**config.mk**
```make
export PLATFORM = sky130hd
export DESIGN_NAME = weekday_alarm_table_matcher_unit
export DESIGN_NICKNAME = d
export VERILOG_FILES = /design/src/sv/watm_pkg.sv /design/src/sv/watm_ram.sv /design/src/sv/watm_ctrl.sv /design/src/sv/watm_dp.sv /design/src/sv/weekday_alarm_table_matcher_unit.sv
export SDC_FILE = /design/constraint.sdc
export NUM_CORES = 1
export LEC_CHECK = 0
export BUFFER_PORTS_ARGS = -buffer_cell sky130_fd_sc_hd__buf_2
export CAP_MARGIN = 40
export CELL_PAD_IN_SITES_DETAIL_PLACEMENT = 1
export CELL_PAD_IN_SITES_GLOBAL_PLACEMENT = 1
export CORE_MARGIN = 2
export CORE_UTILIZATION = 30
export DETAILED_ROUTE_END_ITERATION = 10
export PLACE_DENSITY = 0.62
export SLEW_MARGIN = 15
export SYNTH_ARGS = -nofsm -noshare
export SYNTH_HDL_FRONTEND = slang
export SYNTH_SLANG_ARGS = --single-unit
export TNS_END_PERCENT = 1
```
**constraint.sdc**
```tcl
create_clock -name clock -period 4.8 [get_ports clock]
set_input_delay 0.24 -clock clock [delete_from_list [all_inputs] [get_ports clock]]
set_output_delay 0.24 -clock clock [all_outputs]
set_load 0.02 [all_outputs]
```
**src/sv/watm_pkg.sv**
```systemverilog
// Shared types, field widths and codes for the weekday alarm table matcher.
// Used by the controller, the datapath and the top level; depends on nothing.
package watm_pkg;

   localparam int ALARM_SLOTS_DEF  = 16;
   localparam int FIRE_CAP         = 16;
   localparam int MINUTES_PER_HOUR = 60;

   localparam int OP_W       = 3;
   localparam int ID_W       = 16;
   localparam int HOUR_W     = 5;
   localparam int MIN_W      = 6;
   localparam int DAYS_W     = 7;
   localparam int DOW_W      = 3;
   localparam int STATUS_W   = 2;
   localparam int MOD_W      = 11;
   localparam int FIRE_CNT_W = $clog2(FIRE_CAP + 1);

   localparam logic [OP_W-1:0] OP_TICK   = 3'd0;
   localparam logic [OP_W-1:0] OP_ADD    = 3'd1;
   localparam logic [OP_W-1:0] OP_REMOVE = 3'd2;
   localparam logic [OP_W-1:0] OP_UPDATE = 3'd3;
   localparam logic [OP_W-1:0] OP_ENABLE = 3'd4;

   localparam logic [STATUS_W-1:0] STATUS_OK        = 2'd0;
   localparam logic [STATUS_W-1:0] STATUS_NOT_FOUND = 2'd1;
   localparam logic [STATUS_W-1:0] STATUS_FULL      = 2'd2;

   localparam logic KIND_DONE  = 1'b0;
   localparam logic KIND_FIRED = 1'b1;

   typedef struct packed {
      logic [ID_W-1:0]   ident;
      logic [HOUR_W-1:0] hour;
      logic [MIN_W-1:0]  minute;
      logic [DAYS_W-1:0] days;
      logic              enabled;
   } entry_type;

   localparam int ENTRY_W = $bits(entry_type);

   typedef struct packed {
      logic load_req;
      logic idx_clr;
      logic idx_inc;
      logic rd_en;
      logic rd_next;
      logic tick_prep;
      logic fire;
      logic flush;
      logic add_do;
      logic modify_do;
      logic shift_wr;
      logic remove_fired;
      logic remove_fin;
      logic push_resp;
      logic resp_miss;
   } cmd_type;

   typedef struct packed {
      logic idx_end;
      logic idx_last;
      logic hit;
      logic fire_match;
      logic pend_valid;
      logic out_free;
   } stat_type;

endpackage

```
**src/sv/watm_ram.sv**
```systemverilog
// Generic single-write, single-read RAM with a registered read port.
// Holds the alarm entries; depends on nothing.
module watm_ram #(
   parameter int WIDTH = 8,
   parameter int DEPTH = 16
) (
   input  logic                                      clock,
   input  logic                                      wr_en,
   input  logic [((DEPTH > 1) ? $clog2(DEPTH) : 1)-1:0] wr_addr,
   input  logic [WIDTH-1:0]                          wr_data,
   input  logic                                      rd_en,
   input  logic [((DEPTH > 1) ? $clog2(DEPTH) : 1)-1:0] rd_addr,
   output logic [WIDTH-1:0]                          rd_data
);

   logic [WIDTH-1:0] mem_ff [DEPTH];
   logic [WIDTH-1:0] rd_data_ff;

   always_ff @(posedge clock) begin
      if (wr_en) begin
         mem_ff[wr_addr] <= wr_data;
      end
      if (rd_en) begin
         rd_data_ff <= mem_ff[rd_addr];
      end
   end

   assign rd_data = rd_data_ff;

endmodule

```
**src/sv/watm_ctrl.sv**
```systemverilog
// Controller state machine that sequences ticks, adds, lookups and removals.
// Depends on watm_pkg; drives the datapath by command and reads its status.
module watm_ctrl
   import watm_pkg::*;
(
   input  logic            clock,
   input  logic            reset,
   input  logic            req_valid,
   input  logic [OP_W-1:0] req_op,
   output logic            req_stall,
   input  stat_type        stat,
   output cmd_type         cmd
);

   typedef enum logic [12:0] {
      S_IDLE      = 13'h0001,
      S_TICK_PREP = 13'h0002,
      S_TICK_RD   = 13'h0004,
      S_TICK_CHK  = 13'h0008,
      S_TICK_END  = 13'h0010,
      S_ADD       = 13'h0020,
      S_SCAN_RD   = 13'h0040,
      S_SCAN_CHK  = 13'h0080,
      S_MODIFY    = 13'h0100,
      S_SH_RD     = 13'h0200,
      S_SH_WR     = 13'h0400,
      S_RESP_OK   = 13'h0800,
      S_RESP_MISS = 13'h1000
   } state_type;

   state_type       state_ff, state_in;
   logic [OP_W-1:0] op_ff, op_in;

   always_comb begin
      state_in = state_ff;
      op_in    = op_ff;
      cmd      = '0;
      case (state_ff)
         S_IDLE: begin
            if (req_valid) begin
               cmd.load_req = 1'b1;
               cmd.idx_clr  = 1'b1;
               op_in        = req_op;
               case (req_op) inside
                  OP_TICK:                         state_in = S_TICK_PREP;
                  OP_ADD:                          state_in = S_ADD;
                  OP_REMOVE, OP_UPDATE, OP_ENABLE: state_in = S_SCAN_RD;
                  default:                         state_in = S_IDLE;
               endcase
            end
         end
         S_TICK_PREP: begin
            cmd.tick_prep = 1'b1;
            state_in      = S_TICK_RD;
         end
         S_TICK_RD: begin
            if (stat.idx_end) begin
               state_in = S_TICK_END;
            end else begin
               cmd.rd_en = 1'b1;
               state_in  = S_TICK_CHK;
            end
         end
         S_TICK_CHK: begin
            if (!stat.fire_match) begin
               cmd.idx_inc = 1'b1;
               state_in    = S_TICK_RD;
            end else if (!stat.pend_valid || stat.out_free) begin
               cmd.fire    = 1'b1;
               cmd.idx_inc = 1'b1;
               state_in    = S_TICK_RD;
            end
         end
         S_TICK_END: begin
            if (!stat.pend_valid) begin
               state_in = S_IDLE;
            end else if (stat.out_free) begin
               cmd.flush = 1'b1;
               state_in  = S_IDLE;
            end
         end
         S_ADD: begin
            if (stat.out_free) begin
               cmd.add_do = 1'b1;
               state_in   = S_IDLE;
            end
         end
         S_SCAN_RD: begin
            if (stat.idx_end) begin
               state_in = S_RESP_MISS;
            end else begin
               cmd.rd_en = 1'b1;
               state_in  = S_SCAN_CHK;
            end
         end
         S_SCAN_CHK: begin
            if (!stat.hit) begin
               cmd.idx_inc = 1'b1;
               state_in    = S_SCAN_RD;
            end else if (op_ff == OP_REMOVE) begin
               cmd.remove_fired = 1'b1;
               state_in         = S_SH_RD;
            end else begin
               state_in = S_MODIFY;
            end
         end
         S_MODIFY: begin
            cmd.modify_do = 1'b1;
            state_in      = S_RESP_OK;
         end
         S_SH_RD: begin
            if (stat.idx_last) begin
               cmd.remove_fin = 1'b1;
               state_in       = S_RESP_OK;
            end else begin
               cmd.rd_en   = 1'b1;
               cmd.rd_next = 1'b1;
               state_in    = S_SH_WR;
            end
         end
         S_SH_WR: begin
            cmd.shift_wr = 1'b1;
            cmd.idx_inc  = 1'b1;
            state_in     = S_SH_RD;
         end
         S_RESP_OK: begin
            if (stat.out_free) begin
               cmd.push_resp = 1'b1;
               state_in      = S_IDLE;
            end
         end
         S_RESP_MISS: begin
            if (stat.out_free) begin
               cmd.push_resp = 1'b1;
               cmd.resp_miss = 1'b1;
               state_in      = S_IDLE;
            end
         end
         default: begin
            state_in = S_IDLE;
         end
      endcase
   end

   always_ff @(posedge clock) begin
      if (reset) begin
         state_ff <= S_IDLE;
      end else begin
         state_ff <= state_in;
      end
      op_ff <= op_in;
   end

   assign req_stall = (state_ff != S_IDLE);

endmodule

```
**src/sv/watm_dp.sv**
```systemverilog
// Datapath: request word, alarm entry RAM, fired marks, counters and result word.
// Depends on watm_pkg and watm_ram; acts on commands from watm_ctrl.
module watm_dp
   import watm_pkg::*;
#(
   parameter int ALARM_SLOTS = ALARM_SLOTS_DEF
) (
   input  logic                clock,
   input  logic                reset,
   input  logic [ID_W-1:0]     req_alarm_id,
   input  logic [HOUR_W-1:0]   req_hour,
   input  logic [MIN_W-1:0]    req_minute,
   input  logic [DAYS_W-1:0]   req_day_mask,
   input  logic                req_enable,
   input  logic [DOW_W-1:0]    req_day_of_week,
   input  logic [OP_W-1:0]     req_op,
   output logic                rsp_valid,
   input  logic                rsp_stall,
   output logic                rsp_kind,
   output logic [ID_W-1:0]     rsp_result_id,
   output logic [STATUS_W-1:0] rsp_status,
   output logic                rsp_last,
   input  cmd_type             cmd,
   output stat_type            stat
);

   localparam int IDX_W = (ALARM_SLOTS > 1) ? $clog2(ALARM_SLOTS) : 1;
   localparam int CNT_W = $clog2(ALARM_SLOTS + 1);
   localparam logic [CNT_W-1:0] SLOTS_C = CNT_W'(ALARM_SLOTS);

   logic [OP_W-1:0]        op_ff, op_in;
   logic [ID_W-1:0]        id_ff, id_in;
   logic [HOUR_W-1:0]      hour_ff, hour_in;
   logic [MIN_W-1:0]       minute_ff, minute_in;
   logic [DAYS_W-1:0]      days_ff, days_in;
   logic                   en_ff, en_in;
   logic [DOW_W-1:0]       dow_ff, dow_in;

   logic [CNT_W-1:0]       count_ff, count_in;
   logic [CNT_W-1:0]       idx_ff, idx_in;
   logic [ALARM_SLOTS-1:0] fired_ff, fired_in;
   logic [ID_W-1:0]        next_id_ff, next_id_in;
   logic [MOD_W-1:0]       prev_mod_ff, prev_mod_in;
   logic [FIRE_CNT_W-1:0]  fire_cnt_ff, fire_cnt_in;
   logic                   pend_valid_ff, pend_valid_in;
   logic [ID_W-1:0]        pend_id_ff, pend_id_in;

   logic                   rsp_valid_ff, rsp_valid_in;
   logic                   rsp_kind_ff, rsp_kind_in;
   logic [ID_W-1:0]        rsp_id_ff, rsp_id_in;
   logic [STATUS_W-1:0]    rsp_status_ff, rsp_status_in;
   logic                   rsp_last_ff, rsp_last_in;

   entry_type              rd_entry;
   entry_type              wr_entry;
   logic                   wr_en;
   logic [IDX_W-1:0]       wr_addr;
   logic [IDX_W-1:0]       rd_addr;
   logic [CNT_W-1:0]       idx_plus;
   logic [MOD_W-1:0]       tick_mod;
   logic                   table_full;
   logic                   out_free;
   logic                   day_ok;
   logic [DAYS_W:0]        days_ext;
   logic                   push_any;
   logic [ALARM_SLOTS-1:0] valid_mask;

   assign idx_plus   = idx_ff + CNT_W'(1);
   assign table_full = (count_ff == SLOTS_C);
   assign out_free   = !rsp_valid_ff || !rsp_stall;
   assign tick_mod   = MOD_W'(hour_ff) * MOD_W'(MINUTES_PER_HOUR) + MOD_W'(minute_ff);
   assign days_ext   = {1'b0, rd_entry.days};
   assign day_ok     = (rd_entry.days == '0) || days_ext[dow_ff];
   assign rd_addr    = cmd.rd_next ? idx_plus[IDX_W-1:0] : idx_ff[IDX_W-1:0];

   always_comb begin
      for (int i = 0; i < ALARM_SLOTS; i++) begin
         valid_mask[i] = (CNT_W'(i) < count_ff);
      end
   end

   assign stat.idx_end    = (idx_ff == count_ff);
   assign stat.idx_last   = (idx_plus == count_ff);
   assign stat.hit        = (rd_entry.ident == id_ff);
   assign stat.fire_match = rd_entry.enabled && !fired_ff[idx_ff[IDX_W-1:0]]
                            && (rd_entry.hour == hour_ff) && (rd_entry.minute == minute_ff)
                            && day_ok && (fire_cnt_ff != FIRE_CNT_W'(FIRE_CAP));
   assign stat.pend_valid = pend_valid_ff;
   assign stat.out_free   = out_free;

   always_comb begin
      wr_en    = 1'b0;
      wr_addr  = idx_ff[IDX_W-1:0];
      wr_entry = rd_entry;
      if (cmd.add_do && !table_full) begin
         wr_en          = 1'b1;
         wr_addr        = count_ff[IDX_W-1:0];
         wr_entry.ident = next_id_ff;
         wr_entry.hour   = hour_ff;
         wr_entry.minute = minute_ff;
         wr_entry.days   = days_ff;
         wr_entry.enabled = en_ff;
      end else if (cmd.modify_do) begin
         wr_en            = 1'b1;
         wr_entry.enabled = en_ff;
         if (op_ff == OP_UPDATE) begin
            wr_entry.hour   = hour_ff;
            wr_entry.minute = minute_ff;
            wr_entry.days   = days_ff;
         end
      end else if (cmd.shift_wr) begin
         wr_en = 1'b1;
      end
   end

   watm_ram #(
      .WIDTH (ENTRY_W),
      .DEPTH (ALARM_SLOTS)
   ) u_entry_ram (
      .clock   (clock),
      .wr_en   (wr_en),
      .wr_addr (wr_addr),
      .wr_data (wr_entry),
      .rd_en   (cmd.rd_en),
      .rd_addr (rd_addr),
      .rd_data (rd_entry)
   );

   always_comb begin
      op_in         = op_ff;
      id_in         = id_ff;
      hour_in       = hour_ff;
      minute_in     = minute_ff;
      days_in       = days_ff;
      en_in         = en_ff;
      dow_in        = dow_ff;
      count_in      = count_ff;
      idx_in        = idx_ff;
      fired_in      = fired_ff;
      next_id_in    = next_id_ff;
      prev_mod_in   = prev_mod_ff;
      fire_cnt_in   = fire_cnt_ff;
      pend_valid_in = pend_valid_ff;
      pend_id_in    = pend_id_ff;
      rsp_valid_in  = rsp_valid_ff && rsp_stall;
      rsp_kind_in   = rsp_kind_ff;
      rsp_id_in     = rsp_id_ff;
      rsp_status_in = rsp_status_ff;
      rsp_last_in   = rsp_last_ff;
      push_any      = 1'b0;

      if (cmd.load_req) begin
         op_in     = req_op;
         id_in     = req_alarm_id;
         hour_in   = req_hour;
         minute_in = req_minute;
         days_in   = req_day_mask;
         en_in     = req_enable;
         dow_in    = req_day_of_week;
      end
      if (cmd.idx_clr) begin
         idx_in = '0;
      end
      if (cmd.idx_inc) begin
         idx_in = idx_plus;
      end

      if (cmd.tick_prep) begin
         if (tick_mod < prev_mod_ff) begin
            fired_in = '0;
         end
         prev_mod_in   = tick_mod;
         fire_cnt_in   = '0;
         pend_valid_in = 1'b0;
      end

      if (cmd.fire) begin
         if (pend_valid_ff) begin
            push_any      = 1'b1;
            rsp_kind_in   = KIND_FIRED;
            rsp_id_in     = pend_id_ff;
            rsp_status_in = STATUS_OK;
            rsp_last_in   = 1'b0;
         end
         pend_valid_in                    = 1'b1;
         pend_id_in                       = rd_entry.ident;
         fired_in[idx_ff[IDX_W-1:0]]      = 1'b1;
         fire_cnt_in                      = fire_cnt_ff + FIRE_CNT_W'(1);
      end

      if (cmd.flush) begin
         push_any      = 1'b1;
         rsp_kind_in   = KIND_FIRED;
         rsp_id_in     = pend_id_ff;
         rsp_status_in = STATUS_OK;
         rsp_last_in   = 1'b1;
         pend_valid_in = 1'b0;
      end

      if (cmd.add_do) begin
         push_any    = 1'b1;
         rsp_kind_in = KIND_DONE;
         rsp_last_in = 1'b1;
         if (table_full) begin
            rsp_id_in     = '0;
            rsp_status_in = STATUS_FULL;
         end else begin
            rsp_id_in                         = next_id_ff;
            rsp_status_in                     = STATUS_OK;
            fired_in[count_ff[IDX_W-1:0]]     = 1'b0;
            count_in                          = count_ff + CNT_W'(1);
            next_id_in                        = next_id_ff + ID_W'(1);
         end
      end

      if (cmd.modify_do && (op_ff == OP_UPDATE)) begin
         fired_in[idx_ff[IDX_W-1:0]] = 1'b0;
      end

      if (cmd.remove_fired) begin
         for (int i = 0; i < ALARM_SLOTS; i++) begin
            if (CNT_W'(i) >= idx_ff) begin
               fired_in[i] = (i + 1 < ALARM_SLOTS) ? fired_ff[(i + 1) % ALARM_SLOTS] : 1'b0;
            end
         end
      end

      if (cmd.remove_fin) begin
         count_in = count_ff - CNT_W'(1);
      end

      if (cmd.push_resp) begin
         push_any      = 1'b1;
         rsp_kind_in   = KIND_DONE;
         rsp_id_in     = id_ff;
         rsp_status_in = cmd.resp_miss ? STATUS_NOT_FOUND : STATUS_OK;
         rsp_last_in   = 1'b1;
      end

      if (push_any) begin
         rsp_valid_in = 1'b1;
      end
   end

   always_ff @(posedge clock) begin
      if (reset) begin
         count_ff      <= '0;
         idx_ff        <= '0;
         fired_ff      <= '0;
         next_id_ff    <= ID_W'(1);
         prev_mod_ff   <= '0;
         fire_cnt_ff   <= '0;
         pend_valid_ff <= 1'b0;
         rsp_valid_ff  <= 1'b0;
      end else begin
         count_ff      <= count_in;
         idx_ff        <= idx_in;
         fired_ff      <= fired_in;
         next_id_ff    <= next_id_in;
         prev_mod_ff   <= prev_mod_in;
         fire_cnt_ff   <= fire_cnt_in;
         pend_valid_ff <= pend_valid_in;
         rsp_valid_ff  <= rsp_valid_in;
      end
      op_ff         <= op_in;
      id_ff         <= id_in;
      hour_ff       <= hour_in;
      minute_ff     <= minute_in;
      days_ff       <= days_in;
      en_ff         <= en_in;
      dow_ff        <= dow_in;
      pend_id_ff    <= pend_id_in;
      rsp_kind_ff   <= rsp_kind_in;
      rsp_id_ff     <= rsp_id_in;
      rsp_status_ff <= rsp_status_in;
      rsp_last_ff   <= rsp_last_in;
   end

   assign rsp_valid     = rsp_valid_ff;
   assign rsp_kind      = rsp_kind_ff;
   assign rsp_result_id = rsp_id_ff;
   assign rsp_status    = rsp_status_ff;
   assign rsp_last      = rsp_last_ff;

   count_bound_a : assert property (@(posedge clock) disable iff (reset)
      count_ff <= SLOTS_C)
      else $error("Alarm count exceeds the table size.");

   fired_in_table_a : assert property (@(posedge clock) disable iff (reset)
      (fired_ff & ~valid_mask) == '0)
      else $error("A fired mark is set outside the valid entries.");

   no_overwrite_a : assert property (@(posedge clock) disable iff (reset)
      (rsp_valid_ff && rsp_stall) |-> !push_any)
      else $error("A result word was pushed over a stalled one.");

   add_count_a : assert property (@(posedge clock) disable iff (reset)
      (cmd.add_do && !table_full) |=> (count_ff == $past(count_ff) + CNT_W'(1)))
      else $error("A successful add did not grow the table.");

endmodule

```
**src/sv/weekday_alarm_table_matcher_unit.sv**
```systemverilog
// Top level of the weekday alarm table matcher: controller plus datapath.
// Depends on watm_pkg, watm_ctrl, watm_dp and watm_ram.
//
// The req channel carries one request word: tick, add, remove, update or
// set enable, with its alarm fields. The rsp channel returns result words:
// one word for each add, remove, update and set enable, and one word for
// each alarm that fires on a tick, the final word of a request carrying
// rsp_last. A tick with no firing alarm and an unknown op return nothing.
// The block takes one request at a time and holds req_stall high until the
// request's last word has been loaded into the output register.
// Entries live in a RAM with a registered read, so each visited entry is
// read in one state and checked in the next; a remove then moves each later
// entry down one slot with a read state and a write state. An add is handled
// in its own state, and each result word is registered.
// When rsp_stall is high the result word holds and the walk pauses at the
// next word it must emit. Reset empties the table, clears all fired marks,
// sets the next id to one and the stored minute of day to zero.
module weekday_alarm_table_matcher_unit
   import watm_pkg::*;
#(
   parameter int ALARM_SLOTS = ALARM_SLOTS_DEF
) (
   input  logic                clock,
   input  logic                reset,
   input  logic                req_valid,
   output logic                req_stall,
   input  logic [OP_W-1:0]     req_op,
   input  logic [ID_W-1:0]     req_alarm_id,
   input  logic [HOUR_W-1:0]   req_hour,
   input  logic [MIN_W-1:0]    req_minute,
   input  logic [DAYS_W-1:0]   req_day_mask,
   input  logic                req_enable,
   input  logic [DOW_W-1:0]    req_day_of_week,
   output logic                rsp_valid,
   input  logic                rsp_stall,
   output logic                rsp_kind,
   output logic [ID_W-1:0]     rsp_result_id,
   output logic [STATUS_W-1:0] rsp_status,
   output logic                rsp_last
);

   cmd_type  cmd;
   stat_type stat;

   watm_ctrl u_ctrl (
      .clock     (clock),
      .reset     (reset),
      .req_valid (req_valid),
      .req_op    (req_op),
      .req_stall (req_stall),
      .stat      (stat),
      .cmd       (cmd)
   );

   watm_dp #(
      .ALARM_SLOTS (ALARM_SLOTS)
   ) u_dp (
      .clock           (clock),
      .reset           (reset),
      .req_alarm_id    (req_alarm_id),
      .req_hour        (req_hour),
      .req_minute      (req_minute),
      .req_day_mask    (req_day_mask),
      .req_enable      (req_enable),
      .req_day_of_week (req_day_of_week),
      .req_op          (req_op),
      .rsp_valid       (rsp_valid),
      .rsp_stall       (rsp_stall),
      .rsp_kind        (rsp_kind),
      .rsp_result_id   (rsp_result_id),
      .rsp_status      (rsp_status),
      .rsp_last        (rsp_last),
      .cmd             (cmd),
      .stat            (stat)
   );

endmodule

```
==> flow_metrics.py <==
metrics = {
    "global_route": {
        "grt_max_degree": 153,
        "grt_pass1_vias": 25100,
        "antenna_found_initial": 0,
        "grt_pass1_wl_mm": 168,
        "gr-total-overflow": 0,
        "grtUsageTotal": 0.190,
    },
    "power_and_ir_drop": {
        "irDropWorstVdd_v": 0.000225,
        "powerDensity_nw_per_um2": 343,
        "power.leakage_nw": 13.0,
    },
    "drt": {
        "via_count": 24500,
        "vias_per_cell": 5.53,
        "ant_nets": 0,
        "drc": 0,
        "drt-total-wl_mm": 114,
        "first_pass_iters": 5,
        "wl_per_cell_um": 25.8,
        "drtIter0Drc": 2202,
    },
    "min_path": {
        "min_path_cells": 2,
        "hold_class": "in -> reg",
    },
    "logic_synthesis": {
        "post_synth_num_cell_types": 83,
        "synthCells": 2742,
        "async_flop_share": 0,
        "synth-simple-area-share": 0.113,
        "synth_mux_area_frac": 0.0721,
        "ys.flop_type": "edfxtp_1",
        "syn_area_sq_um": 34700,
        "synth_edf_count": 670,
        "synth_warnings": 0,
        "ys_ff_latch": 745,
        "synthAdderAreaFrac": 0.0181,
        "synth_seq_area_share": 0.622,
        "synth_largest_area_cell": "edfxtp_1",
        "synth_top_area_frac": 0.579,
        "synth_area_leaders": "edfxtp_1 58%, dfxtp_1 4.3%, mux2i_1 4.3%",
        "synth_nets": 2832,
        "yosysMostFrequentCell": "edfxtp_1",
        "synth_top_family_by_area": "compound AO/OA/AOI/OAI gates",
        "synth_area_per_cell_sq_um": 12.7,
        "synth-compound-area-share": 0.129,
        "synth_common_cells": "670 x edfxtp_1, 199 x nor2_1, 194 x nand2_1",
        "synth-xor-area-share": 0.0174,
    },
    "floorplan": {
        "num_rows": 124,
        "die_w_um": 344,
        "die_area_sq_um": 119000,
        "initial_utilization": 0.303,
        "die_h_um": 344,
        "ios": 67,
        "core_area_sq_um": 115000,
    },
    "layout": {
        "fin_nets": 2952,
        "syn_to_final_growth_pct": 17.2,
        "drive_gt1_frac": 0.167,
        "final_cell_count_no_fill": 4438,
        "fillers": 12200,
        "utilization": 0.355,
        "antenna_cells": 0,
    },
    "status": {
        "status": "finished, final reports clean",
    },
    "placed_design": {
        "dp_hpwl_mm": 67.1,
        "place_inst": 4244,
        "port_buffers": 66,
        "post-place-ws_ps": 117,
        "routabilityCongestion": 0.820,
    },
    "sta": {
        "finalSetupViolations": 0,
        "worst_pin_slew_ps": 950,
        "final.setup.tns_ps": 0,
        "fin_crit_ps": 4550,
        "fin_crit_sh": 0.948,
        "fmax_mhz": 220,
        "maxSlewHeadroom": 0.367,
        "fin_worst_skew_ps": 30.2,
        "slew_violations": 0,
        "worst_slack_ps": 250,
        "hold_viol_final": 0,
    },
    "run": {
        "cap_violations": 0,
    },
    "clocking": {
        "numCtsBuffers": 82,
        "clock_latency_ps": 650,
        "cts_root_buf": "clkbuf_16",
        "cts_tree": "yes",
        "clock_path_buffers": 3,
        "htreeDepth": 3,
        "cts_sinks": 745,
        "clkSlewWorstSetupHoldPaths_ps": 60,
    },
    "setup_path": {
        "crit_path_start": "u_dp.hour_ff[0]",
        "r2r-start": "u_dp.hour_ff[0]",
        "slowest_delay_ps": 540,
        "critPathKind": "reg -> reg",
        "cp_common_cell": "inv_1",
        "r2r_cells": 20,
        "startpoint_type": "register",
        "cp_max_fo": 16,
        "cp-end-kind": "register",
        "cp.arrival_ps": 5130,
        "cp_slowest_cell": "fa_1",
        "cp_data_required_time_ps": 5380,
        "r2r_end": "u_dp.fired_ff[7]",
        "cp_cell_sequence": "inv_1 -> fa_1 -> fa_1 -> inv_1 -> ha_1 -> a21o_1 -> a21oi_2 -> o21bai_1 -> a21oi_1 -> xor2_1 -> nor3_2 -> xnor2_1 -> inv_1 -> ha_1 -> nand4_1 -> o21ai_2 -> buf_12 -> a22oi_1 -> a311o_1 -> a21oi_1",
        "crit_end": "u_dp.fired_ff[7]",
        "regToRegSetupSlack_ps": 250,
    },
}
==> cells in the final DEF, fill, tap and decap left out, drive strengths merged, types with 7 or more instances in the layout <==
master	n
o22a	40
or4	31
nand2b	20
xnor2	51
a211oi	52
or3	36
nand4	17
mux2i	148
dfxtp	75
nand2	194
a22oi	9
o311ai	22
nand3	73
a21o	12
clkinv	28
nor3	102
fa	9
bufinv	7
o221ai	51
nor4	19
o211ai	41
clkbuf	107
buf	185
a21oi	72
o221a	43
a22o	8
inv	50
nor2	199
edfxtp	670
mux4	10
and3	16
mux2	71
a31oi	22
ha	36
o22ai	101
xor2	17
o21ai	98
nor2b	53
dlygate4sd3	43
==> per-layer routing <==
metal	vias to the layer above	routed length, um	part of all wire	global-route usage
li1	10900	-	-	-
met5	-	0	0	0
met4	0	3410	0.030	0.0634
met1	12800	50200	0.44	0.252
met3	177	5770	0.050	0.0261
met2	660	55000	0.48	0.320
==> kinds of logic after synthesis <==
family	after synthesis
fa+ha+maj	45
mux	229
simple gates	800
flops	745
compound gates	616
buf+inv	239
xor+xnor	68
==> worst min path at each step <==
stage	end	startpoint	slack, ps
CTS	u_dp.idx_ff[0]	reset	90
detailed placement	u_dp.minute_ff[3]	req_minute[3]	420
floorplan	u_ctrl.state_ff[1]	req_op[0]	320
finish	u_dp.idx_ff[0]	reset	110
global route	u_dp.next_id_ff[5]	reset	130
global placement	u_dp.id_ff[4]	req_alarm_id[4]	420
==> registers in the layout (all words and copies together) (netlist names), 5 cells and up <==
register                  count
u_dp.rsp_result_id           16
u_dp.idx_ff                   5
u_dp.count_ff                 5
u_dp.fire_cnt_ff              5
u_dp.fired_ff                16
u_ctrl.state_ff              13
u_dp.hour_ff                  5
u_dp.u_entry_ram.mem_ff     560
u_dp.minute_ff                6
u_dp.next_id_ff              16
u_dp.prev_mod_ff             11
u_dp.id_ff                   16
u_dp.pend_id_ff              16
u_dp.days_ff                  7
u_dp.u_entry_ram.rd_data     35
==> report_power, final <==
part           total (mW)  leakage [nW]  internal, mW  switching [mW]
Combinational       0.655          5.06         0.302           0.353
Clock                6.25          1.26          3.60            2.65
Sequential           7.04          6.66          7.01          0.0342
==> timing repair <==
action | in CTS | in global routing
hold endpoints to repair | 44 | 0
hold buffers | 43 | 0
gates resized for setup | 0 | 12
setup buffers | 0 | 1
endpoints found under the setup margin | 0 | 16
==> worst max-delay path, delay by kind of cell (launching register included) <==
kind                     cells  cell delay, ps
flip-flops                   1             360
buffers and inverters        4             390
AO/OA/AOI/OAI                8            1360
XOR/XNOR                     2             480
adder cells (fa/ha/maj)      4            1670
AND/OR/NAND/NOR              2             200
==> stage by stage <==
step                total power, mW  hold WS (ps)  area (sq um)
CTS                            14.0          85.0         40600
floorplan                      7.58           317         34700
detailed placement             7.75           419         37600
global route                   14.4           133         40700
global placement               7.74           417         37500
finish                         13.9           111         40700
==> cell type report <==
type	count	area, sq um	share of cell area
Timing Repair Buffer	228	1920	0.0472
Clock buffer	107	2190	0.0537
Clock inverter	41	420	0.0103
Inverter	47	179	0.00439
Sequential cell	745	21600	0.531
Tap cell	1512	1890	0.0465
Multi-Input combinational cell	1758	12500	0.307
No activity file was read; power rests on OpenSTA's default activity.
